[src/rtl/crc8fd_pkg.sv]
// Package for the CRC-8 frame decoder: sizes, register indexes, status and
// emit codes, controller/datapath structs and the CRC-8 byte update.
// No dependencies.
package crc8fd_pkg;

   localparam int MAX_PAYLOAD = 32;
   localparam int ADDR_W      = $clog2(MAX_PAYLOAD);
   localparam int LEN_W       = 6;
   localparam int CSR_IDX_W   = 1;
   localparam int CSR_DATA_W  = 8;

   localparam logic [LEN_W-1:0] MAX_LEN  = LEN_W'(MAX_PAYLOAD);
   localparam logic [7:0]       CRC_POLY = 8'h31;

   // Configuration register indexes.
   localparam logic [CSR_IDX_W-1:0] CSR_START_BYTE = 1'd0;
   localparam logic [CSR_IDX_W-1:0] CSR_MAX_LENGTH = 1'd1;

   localparam logic [7:0]       START_BYTE_RESET = 8'hAA;
   localparam logic [LEN_W-1:0] MAX_LENGTH_RESET = 6'd32;

   // Result status codes.
   localparam logic [1:0] ST_GOOD = 2'd0;
   localparam logic [1:0] ST_CRC  = 2'd1;
   localparam logic [1:0] ST_LEN  = 2'd2;

   // Kinds of result the controller asks the datapath to load.
   localparam logic [2:0] EMIT_NONE      = 3'd0;
   localparam logic [2:0] EMIT_LEN_ERR   = 3'd1;
   localparam logic [2:0] EMIT_CRC_ERR   = 3'd2;
   localparam logic [2:0] EMIT_GOOD_ZERO = 3'd3;
   localparam logic [2:0] EMIT_PAYLOAD   = 3'd4;

   typedef struct packed {
      logic       clear_crc;
      logic       load_type;
      logic       load_len;
      logic       store_byte;
      logic       upd_crc;
      logic       drain_start;
      logic       rd_en;
      logic       advance;
      logic [2:0] emit;
   } dp_cmd_type;

   typedef struct packed {
      logic start_match;
      logic len_over;
      logic len_zero;
      logic fill_done;
      logic crc_ok;
      logic held_zero;
      logic out_free;
      logic drain_last;
   } dp_status_type;

   // CRC-8, MSB first, no reflection, no final xor.
   function automatic logic [7:0] crc8_update(input logic [7:0] crc,
                                              input logic [7:0] data);
      logic [7:0] c;
      c = crc ^ data;
      for (int i = 0; i < 8; i++) begin
         c = c[7] ? ((c << 1) ^ CRC_POLY) : (c << 1);
      end
      return c;
   endfunction

endpackage

[src/rtl/crc8fd_req_if.sv]
// Input channel of the CRC-8 frame decoder: one received byte per beat.
// Depends on crc8fd_pkg.
interface crc8fd_req_if;
   import crc8fd_pkg::*;

   logic       valid;
   logic       ready;
   logic [7:0] rx_byte;

   modport source (output valid, output rx_byte, input ready);
   modport sink (input valid, input rx_byte, output ready);
endinterface

[src/rtl/crc8fd_rsp_if.sv]
// Result channel of the CRC-8 frame decoder: one result per beat.
// Depends on crc8fd_pkg.
interface crc8fd_rsp_if;
   import crc8fd_pkg::*;

   logic              valid;
   logic              ready;
   logic [1:0]        status;
   logic [7:0]        frame_type;
   logic [LEN_W-1:0]  frame_length;
   logic              has_payload;
   logic [ADDR_W-1:0] byte_index;
   logic [7:0]        payload_byte;
   logic              last;

   modport source (output valid, output status, output frame_type, output frame_length,
                   output has_payload, output byte_index, output payload_byte,
                   output last, input ready);
   modport sink (input valid, input status, input frame_type, input frame_length,
                 input has_payload, input byte_index, input payload_byte,
                 input last, output ready);
endinterface

[src/rtl/crc8fd_ram.sv]
// Generic single-write, single-read RAM with registered read data.
// No dependencies.
module crc8fd_ram #(
   parameter int WIDTH = 8,
   parameter int DEPTH = 32
) (
   input  logic                     clock,
   input  logic                     wr_en,
   input  logic [$clog2(DEPTH)-1:0] wr_addr,
   input  logic [WIDTH-1:0]         wr_data,
   input  logic                     rd_en,
   input  logic [$clog2(DEPTH)-1:0] rd_addr,
   output logic [WIDTH-1:0]         rd_data
);
   logic [WIDTH-1:0] mem [DEPTH];
   logic [WIDTH-1:0] rd_data_ff;

   always_ff @(posedge clock) begin
      if (wr_en) begin
         mem[wr_addr] <= wr_data;
      end
      if (rd_en) begin
         rd_data_ff <= mem[rd_addr];
      end
   end

   assign rd_data = rd_data_ff;
endmodule

[src/rtl/crc8fd_ctrl.sv]
// Frame controller: walks start, type, length, payload and check bytes and
// sequences the payload drain. Depends on crc8fd_pkg.
module crc8fd_ctrl (
   input  logic                      clock,
   input  logic                      reset,
   input  logic                      req_valid,
   output logic                      req_ready,
   input  crc8fd_pkg::dp_status_type status,
   output crc8fd_pkg::dp_cmd_type    cmd
);
   import crc8fd_pkg::*;

   localparam logic [2:0] S_HUNT     = 3'd0;
   localparam logic [2:0] S_TYPE     = 3'd1;
   localparam logic [2:0] S_LEN      = 3'd2;
   localparam logic [2:0] S_DATA     = 3'd3;
   localparam logic [2:0] S_CHECK    = 3'd4;
   localparam logic [2:0] S_DRAIN_RD = 3'd5;
   localparam logic [2:0] S_DRAIN_LD = 3'd6;

   logic [2:0] state_ff;
   logic [2:0] state_in;
   logic       beat;

   assign beat = req_valid && req_ready;

   always_comb begin
      state_in  = state_ff;
      req_ready = 1'b0;
      cmd       = '0;
      cmd.emit  = EMIT_NONE;
      case (state_ff)
         S_HUNT: begin
            req_ready = 1'b1;
            if (beat && status.start_match) begin
               cmd.clear_crc = 1'b1;
               state_in      = S_TYPE;
            end
         end
         S_TYPE: begin
            req_ready = 1'b1;
            if (beat) begin
               cmd.load_type = 1'b1;
               cmd.upd_crc   = 1'b1;
               state_in      = S_LEN;
            end
         end
         S_LEN: begin
            req_ready = status.out_free;
            if (beat) begin
               if (status.len_over) begin
                  cmd.emit = EMIT_LEN_ERR;
                  state_in = S_HUNT;
               end else begin
                  cmd.load_len = 1'b1;
                  cmd.upd_crc  = 1'b1;
                  state_in     = status.len_zero ? S_CHECK : S_DATA;
               end
            end
         end
         S_DATA: begin
            req_ready = 1'b1;
            if (beat) begin
               cmd.store_byte = 1'b1;
               cmd.upd_crc    = 1'b1;
               if (status.fill_done) begin
                  state_in = S_CHECK;
               end
            end
         end
         S_CHECK: begin
            req_ready = status.out_free;
            if (beat) begin
               if (!status.crc_ok) begin
                  cmd.emit = EMIT_CRC_ERR;
                  state_in = S_HUNT;
               end else if (status.held_zero) begin
                  cmd.emit = EMIT_GOOD_ZERO;
                  state_in = S_HUNT;
               end else begin
                  cmd.drain_start = 1'b1;
                  state_in        = S_DRAIN_RD;
               end
            end
         end
         S_DRAIN_RD: begin
            cmd.rd_en = 1'b1;
            state_in  = S_DRAIN_LD;
         end
         S_DRAIN_LD: begin
            // The next byte is fetched in the same cycle its predecessor is
            // loaded, so the drain gives one result per cycle when unstalled.
            if (status.out_free) begin
               cmd.emit = EMIT_PAYLOAD;
               if (status.drain_last) begin
                  state_in = S_HUNT;
               end else begin
                  cmd.rd_en   = 1'b1;
                  cmd.advance = 1'b1;
               end
            end
         end
         default: begin
            state_in = S_HUNT;
         end
      endcase
   end

   always_ff @(posedge clock) begin
      if (reset) begin
         state_ff <= S_HUNT;
      end else begin
         state_ff <= state_in;
      end
   end

   a_rd_then_ld: assert property (@(posedge clock) disable iff (reset)
      state_ff == S_DRAIN_RD |=> state_ff == S_DRAIN_LD)
      else $error("drain read not followed by load");

   a_no_beat_in_drain: assert property (@(posedge clock) disable iff (reset)
      (state_ff == S_DRAIN_RD || state_ff == S_DRAIN_LD) |-> cmd.emit != EMIT_LEN_ERR
         && cmd.emit != EMIT_CRC_ERR && !cmd.store_byte)
      else $error("frame byte handled during drain");
endmodule

[src/rtl/crc8fd_dp.sv]
// Frame datapath: configuration registers, held type and length, running
// CRC, payload RAM and the result register. Depends on crc8fd_pkg, crc8fd_ram.
module crc8fd_dp (
   input  logic                                 clock,
   input  logic                                 reset,
   input  logic                                 csr_wr_en,
   input  logic [crc8fd_pkg::CSR_IDX_W-1:0]     csr_index,
   input  logic [crc8fd_pkg::CSR_DATA_W-1:0]    csr_wdata,
   input  logic [7:0]                           rx_byte,
   input  crc8fd_pkg::dp_cmd_type               cmd,
   output crc8fd_pkg::dp_status_type            status,
   input  logic                                 rsp_ready,
   output logic                                 rsp_valid,
   output logic [1:0]                           rsp_status,
   output logic [7:0]                           rsp_frame_type,
   output logic [crc8fd_pkg::LEN_W-1:0]         rsp_frame_length,
   output logic                                 rsp_has_payload,
   output logic [crc8fd_pkg::ADDR_W-1:0]        rsp_byte_index,
   output logic [7:0]                           rsp_payload_byte,
   output logic                                 rsp_last
);
   import crc8fd_pkg::*;

   logic [7:0]        start_byte_ff;
   logic [LEN_W-1:0]  max_length_ff;
   logic [7:0]        held_type_ff;
   logic [LEN_W-1:0]  held_length_ff;
   logic [LEN_W-1:0]  fill_count_ff;
   logic [7:0]        crc_ff;
   logic [ADDR_W-1:0] drain_cnt_ff;
   logic              valid_ff;
   logic [1:0]        status_ff;
   logic [7:0]        type_ff;
   logic [LEN_W-1:0]  length_ff;
   logic              has_ff;
   logic [ADDR_W-1:0] index_ff;
   logic [7:0]        byte_ff;
   logic              last_ff;

   logic [LEN_W-1:0]  limit;
   logic [LEN_W-1:0]  sat_length;
   logic [LEN_W:0]    fill_next;
   logic [LEN_W:0]    drain_next;
   logic [ADDR_W-1:0] rd_addr;
   logic [7:0]        rd_data;

   assign limit      = (max_length_ff > MAX_LEN) ? MAX_LEN : max_length_ff;
   assign sat_length = (|rx_byte[7:LEN_W]) ? '1 : rx_byte[LEN_W-1:0];
   assign fill_next  = {1'b0, fill_count_ff} + 1'b1;
   assign drain_next = {2'b00, drain_cnt_ff} + 1'b1;
   assign rd_addr    = cmd.advance ? drain_next[ADDR_W-1:0] : drain_cnt_ff;

   always_comb begin
      status.start_match = rx_byte == start_byte_ff;
      status.len_over    = rx_byte > {{(8-LEN_W){1'b0}}, limit};
      status.len_zero    = rx_byte == 8'd0;
      status.fill_done   = fill_next >= {1'b0, held_length_ff};
      status.crc_ok      = rx_byte == crc_ff;
      status.held_zero   = held_length_ff == '0;
      status.out_free    = !valid_ff || rsp_ready;
      status.drain_last  = drain_next == {1'b0, held_length_ff};
   end

   crc8fd_ram #(
      .WIDTH (8),
      .DEPTH (MAX_PAYLOAD)
   ) u_store (
      .clock   (clock),
      .wr_en   (cmd.store_byte),
      .wr_addr (fill_count_ff[ADDR_W-1:0]),
      .wr_data (rx_byte),
      .rd_en   (cmd.rd_en),
      .rd_addr (rd_addr),
      .rd_data (rd_data)
   );

   always_ff @(posedge clock) begin
      if (reset) begin
         start_byte_ff  <= START_BYTE_RESET;
         max_length_ff  <= MAX_LENGTH_RESET;
         held_type_ff   <= '0;
         held_length_ff <= '0;
         fill_count_ff  <= '0;
         crc_ff         <= '0;
         drain_cnt_ff   <= '0;
         valid_ff       <= 1'b0;
      end else begin
         if (csr_wr_en) begin
            case (csr_index)
               CSR_START_BYTE: start_byte_ff <= csr_wdata;
               CSR_MAX_LENGTH: max_length_ff <= csr_wdata[LEN_W-1:0];
               default: ;
            endcase
         end
         if (cmd.load_type) begin
            held_type_ff <= rx_byte;
         end
         if (cmd.load_len) begin
            held_length_ff <= rx_byte[LEN_W-1:0];
            fill_count_ff  <= '0;
         end else if (cmd.store_byte) begin
            fill_count_ff <= fill_next[LEN_W-1:0];
         end
         if (cmd.clear_crc) begin
            crc_ff <= '0;
         end else if (cmd.upd_crc) begin
            crc_ff <= crc8_update(crc_ff, rx_byte);
         end
         if (cmd.drain_start) begin
            drain_cnt_ff <= '0;
         end else if (cmd.advance) begin
            drain_cnt_ff <= drain_next[ADDR_W-1:0];
         end
         if (cmd.emit != EMIT_NONE) begin
            valid_ff <= 1'b1;
         end else if (rsp_ready) begin
            valid_ff <= 1'b0;
         end
      end
   end

   // Result payload: loaded only on an emit command.
   always_ff @(posedge clock) begin
      if (cmd.emit != EMIT_NONE) begin
         type_ff  <= held_type_ff;
         has_ff   <= 1'b0;
         index_ff <= '0;
         byte_ff  <= '0;
         last_ff  <= 1'b1;
         case (cmd.emit)
            EMIT_LEN_ERR: begin
               status_ff <= ST_LEN;
               length_ff <= sat_length;
            end
            EMIT_CRC_ERR: begin
               status_ff <= ST_CRC;
               length_ff <= held_length_ff;
            end
            EMIT_PAYLOAD: begin
               status_ff <= ST_GOOD;
               length_ff <= held_length_ff;
               has_ff    <= 1'b1;
               index_ff  <= drain_cnt_ff;
               byte_ff   <= rd_data;
               last_ff   <= status.drain_last;
            end
            default: begin
               status_ff <= ST_GOOD;
               length_ff <= held_length_ff;
            end
         endcase
      end
   end

   assign rsp_valid        = valid_ff;
   assign rsp_status       = status_ff;
   assign rsp_frame_type   = type_ff;
   assign rsp_frame_length = length_ff;
   assign rsp_has_payload  = has_ff;
   assign rsp_byte_index   = index_ff;
   assign rsp_payload_byte = byte_ff;
   assign rsp_last         = last_ff;

   a_no_overwrite: assert property (@(posedge clock) disable iff (reset)
      (valid_ff && !rsp_ready) |-> cmd.emit == EMIT_NONE)
      else $error("waiting result overwritten");

   a_length_bound: assert property (@(posedge clock) disable iff (reset)
      held_length_ff <= MAX_LEN)
      else $error("held length above payload capacity");

   a_store_in_frame: assert property (@(posedge clock) disable iff (reset)
      cmd.store_byte |-> fill_count_ff < held_length_ff)
      else $error("payload byte stored past frame length");
endmodule

[src/rtl/crc8_frame_decoder.sv]
// Top level of the CRC-8 frame decoder: controller plus datapath.
// Depends on crc8fd_pkg, crc8fd_req_if, crc8fd_rsp_if, crc8fd_ctrl, crc8fd_dp.
//
//   Channel   Direction  Beat carries
//   req_chan  in         rx_byte
//   rsp_chan  out        status, frame_type, frame_length, has_payload,
//                        byte_index, payload_byte, last
//   csr_*     in         start_byte (index 0), max_length (index 1)
//
// The check byte of a good frame with payload holds off input while the
// payload RAM is read out, one result per cycle when the result channel
// is not stalled; a read state ahead of the first load covers the
// registered RAM read. Length and check bytes wait only when the result
// register is still full. Reset is synchronous and needs no clearing pass;
// a stalled result channel stalls the drain without losing data.
module crc8_frame_decoder (
   input  logic                              clock,
   input  logic                              reset,
   crc8fd_req_if.sink                        req_chan,
   crc8fd_rsp_if.source                      rsp_chan,
   input  logic                              csr_wr_en,
   input  logic [crc8fd_pkg::CSR_IDX_W-1:0]  csr_index,
   input  logic [crc8fd_pkg::CSR_DATA_W-1:0] csr_wdata
);
   import crc8fd_pkg::*;

   dp_cmd_type    cmd;
   dp_status_type status;

   crc8fd_ctrl u_ctrl (
      .clock     (clock),
      .reset     (reset),
      .req_valid (req_chan.valid),
      .req_ready (req_chan.ready),
      .status    (status),
      .cmd       (cmd)
   );

   crc8fd_dp u_dp (
      .clock            (clock),
      .reset            (reset),
      .csr_wr_en        (csr_wr_en),
      .csr_index        (csr_index),
      .csr_wdata        (csr_wdata),
      .rx_byte          (req_chan.rx_byte),
      .cmd              (cmd),
      .status           (status),
      .rsp_ready        (rsp_chan.ready),
      .rsp_valid        (rsp_chan.valid),
      .rsp_status       (rsp_chan.status),
      .rsp_frame_type   (rsp_chan.frame_type),
      .rsp_frame_length (rsp_chan.frame_length),
      .rsp_has_payload  (rsp_chan.has_payload),
      .rsp_byte_index   (rsp_chan.byte_index),
      .rsp_payload_byte (rsp_chan.payload_byte),
      .rsp_last         (rsp_chan.last)
   );
endmodule

[src/flat_wrapper.sv]
// flat-port wrapper written by rule: the top's interface ports become plain ports
module crc8_frame_decoder_flat import crc8fd_pkg::*;
  (clock, reset, csr_wr_en, csr_index, csr_wdata, req_chan_valid, req_chan_rx_byte, req_chan_ready, rsp_chan_valid, rsp_chan_status, rsp_chan_frame_type, rsp_chan_frame_length, rsp_chan_has_payload, rsp_chan_byte_index, rsp_chan_payload_byte, rsp_chan_last, rsp_chan_ready);
  crc8fd_req_if req_chan_i ();
  crc8fd_rsp_if rsp_chan_i ();
  input  logic clock;
  input  logic reset;
  input  logic csr_wr_en;
  input  logic [crc8fd_pkg::CSR_IDX_W-1:0] csr_index;
  input  logic [crc8fd_pkg::CSR_DATA_W-1:0] csr_wdata;
  input wire logic [$bits(req_chan_i.valid)-1:0] req_chan_valid;
  input wire logic [$bits(req_chan_i.rx_byte)-1:0] req_chan_rx_byte;
  output wire logic [$bits(req_chan_i.ready)-1:0] req_chan_ready;
  output wire logic [$bits(rsp_chan_i.valid)-1:0] rsp_chan_valid;
  output wire logic [$bits(rsp_chan_i.status)-1:0] rsp_chan_status;
  output wire logic [$bits(rsp_chan_i.frame_type)-1:0] rsp_chan_frame_type;
  output wire logic [$bits(rsp_chan_i.frame_length)-1:0] rsp_chan_frame_length;
  output wire logic [$bits(rsp_chan_i.has_payload)-1:0] rsp_chan_has_payload;
  output wire logic [$bits(rsp_chan_i.byte_index)-1:0] rsp_chan_byte_index;
  output wire logic [$bits(rsp_chan_i.payload_byte)-1:0] rsp_chan_payload_byte;
  output wire logic [$bits(rsp_chan_i.last)-1:0] rsp_chan_last;
  input wire logic [$bits(rsp_chan_i.ready)-1:0] rsp_chan_ready;
  assign req_chan_i.valid = req_chan_valid;
  assign req_chan_i.rx_byte = req_chan_rx_byte;
  assign req_chan_ready = req_chan_i.ready;
  assign rsp_chan_valid = rsp_chan_i.valid;
  assign rsp_chan_status = rsp_chan_i.status;
  assign rsp_chan_frame_type = rsp_chan_i.frame_type;
  assign rsp_chan_frame_length = rsp_chan_i.frame_length;
  assign rsp_chan_has_payload = rsp_chan_i.has_payload;
  assign rsp_chan_byte_index = rsp_chan_i.byte_index;
  assign rsp_chan_payload_byte = rsp_chan_i.payload_byte;
  assign rsp_chan_last = rsp_chan_i.last;
  assign rsp_chan_i.ready = rsp_chan_ready;
  crc8_frame_decoder u_core (.clock(clock), .reset(reset), .req_chan(req_chan_i), .rsp_chan(rsp_chan_i), .csr_wr_en(csr_wr_en), .csr_index(csr_index), .csr_wdata(csr_wdata));
endmodule
[config.mk]
export PLATFORM = sky130hd
export DESIGN_NAME = crc8_frame_decoder_flat
export DESIGN_NICKNAME = d
export VERILOG_FILES = /design/src/rtl/crc8fd_pkg.sv /design/src/rtl/crc8fd_req_if.sv /design/src/rtl/crc8fd_rsp_if.sv /design/src/rtl/crc8fd_ram.sv /design/src/rtl/crc8fd_ctrl.sv /design/src/rtl/crc8fd_dp.sv /design/src/rtl/crc8_frame_decoder.sv /design/src/flat_wrapper.sv
export SDC_FILE = /design/constraint.sdc
export NUM_CORES = 1
export LEC_CHECK = 0
export BUFFER_PORTS_ARGS = -buffer_cell sky130_fd_sc_hd__buf_2
export CORE_ASPECT_RATIO = 0.6
export CORE_MARGIN = 10
export CORE_UTILIZATION = 65
export DETAILED_ROUTE_END_ITERATION = 6
export HOLD_SLACK_MARGIN = 0.03
export PLACE_DENSITY = 0.83
export SLEW_MARGIN = 15
export SYNTH_ARGS = -nofsm -noshare
export SYNTH_HDL_FRONTEND = slang
export SYNTH_HIERARCHICAL = 1
export SYNTH_SLANG_ARGS = --single-unit
[constraint.sdc]
create_clock -name clock -period 6.8 [get_ports clock]
set_clock_uncertainty 0.2 [all_clocks]
set_input_delay 0 -clock clock [delete_from_list [all_inputs] [get_ports clock]]
set_output_delay 0 -clock clock [all_outputs]
set_load 0.05 [all_outputs]
==> impl_metrics.yaml, run 1 <==
grt:
  antenna_found_initial: 1
  grt_pass1_vias: 8341
  grt-ovfl-total: 0
  grt_max_degree: 66
  grt_util_all_layers_pct: 25.2
  grt_pass1_wl_um: 53600
placement:
  dp_cells: 1146
  place.port_buffers: 54
  post-dp-hpwl_um: 21400
  place.gp.congestion: 0.882
clock_tree:
  cts_buffers: 29
  clock-sinks: 346
  post_cts_buffers: 0
  htreeDepth: 1
  cts_tree: "built"
  root_buffer: "clkbuf_16"
  path_clk_slew_ns: 0.07
  cts_resized: 0
  cts.path.max_buffers: 3
  clkLatencyLatePin_ns: 0.55
power_and_ir_drop:
  peakVddDrop_v: 0.000224
  p_clk_share_pct: 41.3
  p_int_mw: 3.29
  p_comb_share_pct: 3.0
  power_leakage_nw: 5.24
  swShare_pct: 20.4
  seqPwrFrac_pct: 55.8
  switchingPower_uw: 840
  powerDensity_mw_per_mm2: 254
  total_power_mw: 4.13
yosys:
  syn_area_sq_mm: 0.0144
  yosys_warnings: 6
  synth_cells: 846
  syn-num-nets: 882
  yosys.cell_count.top_type: "edfxtp_1"
  yosysSeqAreaShare_pct: 68.8
  synth_top_area_share_pct: 61.7
  synth_ff_type: "edfxtp_1"
  ys_seq_elements: 346
  synthArstFlopShare_pct: 0
  avgSynthCellArea_sq_um: 17.0
  synth_area_leaders: "edfxtp_1 62%, mux4_2 13%, dfxtp_1 7.1%"
  synth.top_cells.by_count: "295 x edfxtp_1, 80 x mux4_2, 73 x nor2_1"
  yosysTopAreaCell: "edfxtp_1"
  yosys.cell_types.count: 62
  synth-edff-count: 295
route:
  drt_iter0_drc: 1352
  ant_nets: 0
  dr.pass1.iters: 5
  wl_um: 35700
  drc: 0
  wl_per_cell_um: 28.7
  vias: 8387
  post_drt_via_cell_ratio: 6.75
layout:
  drive_above_1_share_pct: 22.8
  seqCellArea_sq_mm: 0.00988
  n_fill_cell: 1130
  multi_input_area_sq_mm: 0.00423
  area_growth_pct: 13.3
  fin_util_pct: 76.2
  final_nets: 976
  stdcell_count: 1243
worst_setup_path:
  r2r_slack_ns: 1.40
  critPathKind: "reg -> reg"
  cp-end-kind: "flop"
  start_kind: "flop"
  cp.arrival_ns: 5.50
  worstReg2RegStart: "u_core/u_dp/drain_cnt_ff[0]$_SDFF_PP0_"
  cp.required_ns: 6.91
  regToRegEndpoint: "u_core/u_dp/u_store/rd_data[6]$_DFFE_PP_"
  rr_worst_depth: 13
  path_max_fanout: 65
timing:
  fin_crit_ns: 5.40
  fmax_mhz: 185
  finalCritPeriodShare_pct: 79.3
  drv_slew: 0
  hold_viol: 0
  tns_ns: 0
  slew_headroom_pct: 21.2
  holdWs_ns: 0.0934
  setup_viol: 0
  rsz0062_at_grt: "false"
  worst_pin_slew_ns: 1.17
min_path:
  hold_depth: 4
  worst_hold_path_type: "in -> reg"
  worstHoldEndpoint: "u_core/u_dp/start_byte_ff[4]$_SDFFE_PP0P_"
  min_from: "csr_wdata[4]"
job:
  maxCapViolations: 0
die:
  dieArea_sq_mm: 0.0286
  row_count: 41
  die-height_um: 135
  die_w_um: 212
  ios: 55
  start_util_pct: 67.2
  core_area_sq_mm: 0.0213
outcome:
  status: "finished clean"
-- critical path, cell delays in order, from the launching register on --
cell and delay (ns):
dfxtp_1 0.57, ha_1 0.37, nor2_1 0.11, nor3_1 0.20, a211oi_1 0.09, a41oi_1 0.23, nor2_1 0.14, nor3_1 0.76
nand2_1 0.21, xnor2_2 0.18, buf_4 0.73, mux4_2 0.48, mux4_2 0.51, mux2_2 0.28
-- power groups by stage --
stage,combinational [mW],clock (mW),sequential [mW]
after floorplan,0.0488,0,2.35
after global placement,0.0922,0,2.35
after detailed placement,0.0999,0,2.35
after CTS,0.118,1.71,2.30
after global routing,0.131,1.80,2.30
final,0.122,1.70,2.30
-- cells by family after synthesis --
logic type / share of synthesized area [%]
multiplexers: 14.4
AND/OR/NAND/NOR: 7.40
flip-flops: 68.8
AO/OA/AOI/OAI: 2.80
buffers and inverters: 1.86
XOR/XNOR: 3.50
adder cells (fa/ha/maj): 1.22
-- state kept, by name, summed over array words and instances, names as in the netlist, 6 cells and up --
signal,count
u_core/u_dp/max_length_ff,6
u_core/u_dp/rsp_frame_length,6
u_core/u_dp/u_store/rd_data,8
u_core/u_dp/fill_count_ff,6
u_core/u_dp/u_store/mem,256
u_core/u_dp/rsp_payload_byte,8
u_core/u_dp/start_byte_ff,8
u_core/u_dp/rsp_frame_type,8
u_core/u_dp/held_type_ff,8
u_core/u_dp/crc_ff,8
u_core/u_dp/held_length_ff,6
-- worst max path at each step --
stage / depth (start not counted) / end / slack (ns) / start
after floorplan: 14 / u_core/u_dp/u_store/rd_data[0]$_DFFE_PP_ / 2.62 / u_core/u_dp/drain_cnt_ff[0]$_SDFF_PP0_
after global placement: 13 / u_core/u_dp/u_store/rd_data[3]$_DFFE_PP_ / 1.79 / u_core/u_dp/drain_cnt_ff[0]$_SDFF_PP0_
after detailed placement: 13 / u_core/u_dp/u_store/rd_data[6]$_DFFE_PP_ / 1.61 / u_core/u_dp/drain_cnt_ff[0]$_SDFF_PP0_
after CTS: 13 / u_core/u_dp/u_store/rd_data[6]$_DFFE_PP_ / 1.48 / u_core/u_dp/drain_cnt_ff[0]$_SDFF_PP0_
after global routing: 13 / u_core/u_dp/u_store/rd_data[7]$_DFFE_PP_ / 1.11 / u_core/u_dp/drain_cnt_ff[0]$_SDFF_PP0_
final: 13 / u_core/u_dp/u_store/rd_data[6]$_DFFE_PP_ / 1.40 / u_core/u_dp/drain_cnt_ff[0]$_SDFF_PP0_
-- cell type report --
cell class	instances	share of cell area, %
diodes	1	0.0154
clock buffers	44	5.44
clock inverters	10	0.592
inverters	11	0.254
multi-input cells	446	26.0
flip-flops and latches	346	60.7
well taps	279	2.15
repair buffers	106	4.79
-- routing by layer --
layer / global-route usage, % / wire length [um] / vias up
met5: 0 / 0 / -
met4: 5.33 / 597 / 0
met3: 7.30 / 4620 / 58
met2: 37.5 / 16000 / 611
met1: 36.2 / 14500 / 4255
li1: - / - / 3463
-- what timing repair did --
action,4_1_cts,5_1_grt
endpoints found under the setup margin,0,0
hold buffers,42,0
endpoints found under the hold margin,310,0
-- through the flow --
step / setup slack (ns) / cell area [sq um]
after detailed placement: 1.61 / 14900
after floorplan: 2.62 / 14400
final: 1.40 / 16300
after global placement: 1.79 / 14900
after CTS: 1.48 / 16300
after global routing: 1.11 / 16300
-- placed cells by master, fill, tap and decap left out, types with 4 or more instances in the layout --
| cell | instances |
|---|---|
| edfxtp_1 | 295 |
| mux4_2 | 80 |
| nor2_1 | 73 |
| buf_2 | 54 |
| dfxtp_1 | 51 |
| nand2_1 | 46 |
| dlygate4sd3_1 | 42 |
| clkbuf_16 | 31 |
| xnor2_1 | 30 |
| a21oi_1 | 23 |
| o21ai_0 | 20 |
| mux2i_1 | 16 |
| xor2_1 | 14 |
| and2_1 | 14 |
| ha_1 | 14 |
| nand4_1 | 10 |
| nand3b_1 | 10 |
| nand3_1 | 10 |
| inv_1 | 9 |
| mux2_2 | 9 |
| buf_4 | 9 |
| nor3b_1 | 8 |
| clkbuf_1 | 7 |
| nor3_1 | 7 |
| clkbuf_8 | 6 |
| nor2b_1 | 5 |
| and3_1 | 5 |
| nand2b_1 | 5 |
| clkinv_4 | 4 |
(Power assumes the default switching activity.)
==> inputs of run 2 (changes only) <==
--- a/config.mk
+++ b/config.mk
@@ -5,13 +5,14 @@
 export SDC_FILE = /design/constraint.sdc
 export NUM_CORES = 1
 export LEC_CHECK = 0
+export ABC_AREA = 1
 export BUFFER_PORTS_ARGS = -buffer_cell sky130_fd_sc_hd__buf_2
 export CORE_ASPECT_RATIO = 0.6
 export CORE_MARGIN = 10
-export CORE_UTILIZATION = 65
+export CORE_UTILIZATION = 62
 export DETAILED_ROUTE_END_ITERATION = 6
 export HOLD_SLACK_MARGIN = 0.03
-export PLACE_DENSITY = 0.83
+export PLACE_DENSITY = 0.8
 export SLEW_MARGIN = 15
 export SYNTH_ARGS = -nofsm -noshare
 export SYNTH_HDL_FRONTEND = slang
==> constraint.sdc (replaced) <==
create_clock -name clock -period 5.3 [get_ports clock]
set_clock_uncertainty 0.2 [all_clocks]
set_input_delay 0 -clock clock [delete_from_list [all_inputs] [get_ports clock]]
set_output_delay 0 -clock clock [all_outputs]
set_load 0.05 [all_outputs]
==> run 2 against run 1 <==
Compared with the run above:
- critical path depth grew 8
- utilization shrank 5.5 points
- global-route usage shrank 0.10 points
- die area grew 9.1%
- largest cell class unchanged
- via count grew 39%
- largest power group unchanged
- fmax grew 14%
- clock power grew 40%
- non-clock buffer count grew 11
- sequential share of layout area shrank 2.7 points
- clock-buffer cell count is the same
- total power grew 49%
- worst hold slack gained 0.032 ns
- critical path type unchanged
==> impl_metrics.yaml, run 2 <==
worst_setup_path:
  cp_cell_sequence: "ha_1 -> nand3_1 -> xor2_1 -> xor2_1 -> nor2_1 -> nand2_1 -> inv_1 -> nor3_1 -> inv_1 -> nand2_1 -> nand2_4 -> clkinv_2 -> buf_4 -> nand2_1 -> nand3_1 -> nand3_1 -> nand2_1 -> nand2_1 -> nand2_1 -> nand2_1 -> nand2_1"
  critPathKind: "reg -> reg"
  start_kind: "flop"
  cp_slowest_cell: "buf_4"
  crit_start: "u_core/u_dp/drain_cnt_ff[1]$_SDFF_PP0_"
  path_max_fanout: 58
  cp-end-kind: "flop"
  cp.required_ns: 5.54
  crit_end: "u_core/u_dp/u_store/rd_data[2]$_DFFE_PP_"
  worst_path_most_repeated_cell: "nand2_1"
  r2r_slack_ns: 0.56
  rr_worst_depth: 21
  cp.arrival_ns: 4.97
  regToRegEndpoint: "u_core/u_dp/u_store/rd_data[2]$_DFFE_PP_"
  worstReg2RegStart: "u_core/u_dp/drain_cnt_ff[1]$_SDFF_PP0_"
  max_stage_delay_ns: 0.63
clock_tree:
  clock-sinks: 346
  cts.path.max_buffers: 3
  post_cts_buffers: 0
  cts_buffers: 30
  htreeDepth: 1
  cts_tree: "built"
  clkLatencyLatePin_ns: 0.58
  path_clk_slew_ns: 0.07
  root_buffer: "clkbuf_16"
timing:
  drv_slew: 0
  rsz0062_at_grt: "false"
  fmax_mhz: 211
  setup_viol: 0
  hold_viol: 0
  slew_headroom_pct: 26.0
  worst_pin_slew_ns: 1.11
  finalCritPeriodShare_pct: 89.3
  holdWs_ns: 0.126
  fin_crit_ns: 4.74
  tns_ns: 0
  fin_ws_ns: 0.565
yosys:
  yosys.cell_types.count: 35
  synth.top_cells.by_count: "467 x nand2_1, 295 x edfxtp_1, 237 x nand3_1"
  syn_area_sq_mm: 0.0151
  synth_ff_type: "edfxtp_1"
  syn-num-nets: 1504
  synth_top_family_by_area: "simple AND/OR/NAND/NOR gates"
  synthXorXnorAreaFrac_pct: 1.83
  synth_cells: 1468
  ys_seq_elements: 346
  synth_area_leaders: "edfxtp_1 59%, nand2_1 12%, nand3_1 7.8%"
  synth-simple-area-share_pct: 23.1
  yosys_warnings: 6
  synth-edff-count: 295
  yosys.cell_count.top_type: "nand2_1"
  yosysTopAreaCell: "edfxtp_1"
  avgSynthCellArea_sq_um: 10.3
  synthAdderAreaFrac_pct: 1.16
  synth_top_area_share_pct: 58.6
  yosysSeqAreaShare_pct: 65.4
  synthArstFlopShare_pct: 0
  synthMuxAreaShare_pct: 0
  synth_compound_area_share_pct: 3.17
die:
  start_util_pct: 62.8
  row_count: 44
  die-height_um: 141
  ios: 55
  dieArea_sq_mm: 0.0312
  die_w_um: 222
  core_area_sq_mm: 0.0241
min_path:
  worst_hold_path_type: "in -> reg"
  min_from: "reset"
placement:
  place.port_buffers: 54
  dp_slack_ns: 0.693
  place.gp.congestion: 0.931
  post-dp-hpwl_um: 24100
route:
  dr.pass1.iters: 6
  drc: 0
  vias: 11600
  post_drt_via_cell_ratio: 6.11
  drt_iter0_drc: 1717
  wl_per_cell_um: 21.4
  ant_nets: 0
  wl_um: 40700
layout:
  drive_above_1_share_pct: 8.87
  largest_reg_flops: 256
  layout_commonest_cell: "nand2_1"
  largest_register: "u_core/u_dp/u_store/mem"
  final_nets: 1590
  area_growth_pct: 12.5
  final_cell_mix: "465 x nand2_1, 295 x edfxtp_1, 237 x nand3_1, 99 x nor2_1, 88 x inv_1"
  fin_util_pct: 70.7
grt:
  antenna_found_initial: 1
  grt-ovfl-total: 0
  grt_util_all_layers_pct: 25.1
  grt_pass1_wl_um: 61700
  grt_max_degree: 71
  grt_pass1_vias: 10700
job:
  maxCapViolations: 0
power_and_ir_drop:
  peakVddDrop_v: 0.000325
  powerDensity_mw_per_mm2: 362
  power_leakage_nw: 6.58
outcome:
  status: "finished clean"
## run 2: changes by cell type in the layout (fill, tap and decap cells not counted), sizes merged, moves of 8 or more
cell,before,now
nand2,46,470
nand3,10,238
mux4,80,0
inv,13,91
o21ai,21,49
nor2,73,100
xnor2,33,10
mux2i,16,0
and2,14,0
a21oi,23,35
mux2,9,0
nand3b,10,1
nor3b,9,1
## run 2: repair_timing
item,4_1_cts,5_1_grt
hold buffers,48,0
gates resized for setup,0,1
setup endpoints to repair,0,1
hold endpoints to repair,309,0
## run 2: through the flow
step                power, mW  instance area (sq um)  instances
global placement         3.74                  15500       1796
floorplan                3.59                  15100       1468
finish                   6.16                  17000       1901
detailed placement       3.76                  15500       1796
global route             6.33                  17000       1901
CTS                      6.12                  17000       1900
## run 2: worst max-delay path: cells and delay by family, from the launching register on
| family | cells | cell delay (ns) |
|---|---|---|
| xor+xnor | 2 | 0.42 |
| fa+ha+maj | 1 | 0.23 |
| buf+inv | 4 | 1.43 |
| flops | 1 | 0.42 |
| simple gates | 14 | 1.89 |
## run 2: layout make-up
cell class | count | area (sq um)
Clock inverter | 12 | 186
Multi-Input combinational cell | 966 | 4440
Fill cell | 1632 | 7050
Clock buffer | 44 | 885
Tap cell | 322 | 403
Sequential cell | 346 | 9880
Timing Repair Buffer | 117 | 863
Antenna cell | 1 | 2.50
Inverter | 93 | 354
## run 2: routing by layer
layer / vias to the layer above / track usage, % / part of all wire (%)
met4: 0 / 6.56 / 2.5
li1: 5156 / - / -
met5: - / 0 / 0
met2: 910 / 35.7 / 43
met3: 106 / 7.00 / 15
met1: 5447 / 36.9 / 39
## run 2: how the worst min path moves through the flow
stage / to / depth (start not counted)
final: u_core/u_ctrl/state_ff[0]$_SDFFE_PP0P_ / 5
after global routing: u_core/u_dp/max_length_ff[1]$_SDFFE_PP0P_ / 4
after CTS: u_core/u_dp/max_length_ff[4]$_SDFFE_PP0P_ / 4
after detailed placement: u_core/u_dp/start_byte_ff[7]$_SDFFE_PP1P_ / 3
after global placement: u_core/u_dp/start_byte_ff[7]$_SDFFE_PP1P_ / 3
after floorplan: u_core/u_ctrl/state_ff[2]$_SDFFE_PP0P_ / 1
## run 2: power breakdown
group	internal, mW	leakage, nW	switching [mW]
clock	1.40	0.525	0.983
combinational	0.201	2.98	0.480
sequential	3.04	3.07	0.0548
## run 2: cells by family after synthesis
logic type,count (synthesis)
AOI/OAI and AO/OA,90
xor gates and xnor gates,29
adders and majority gates,14
buffers and inverters,156
DFF,346
and+or+nand+nor,833
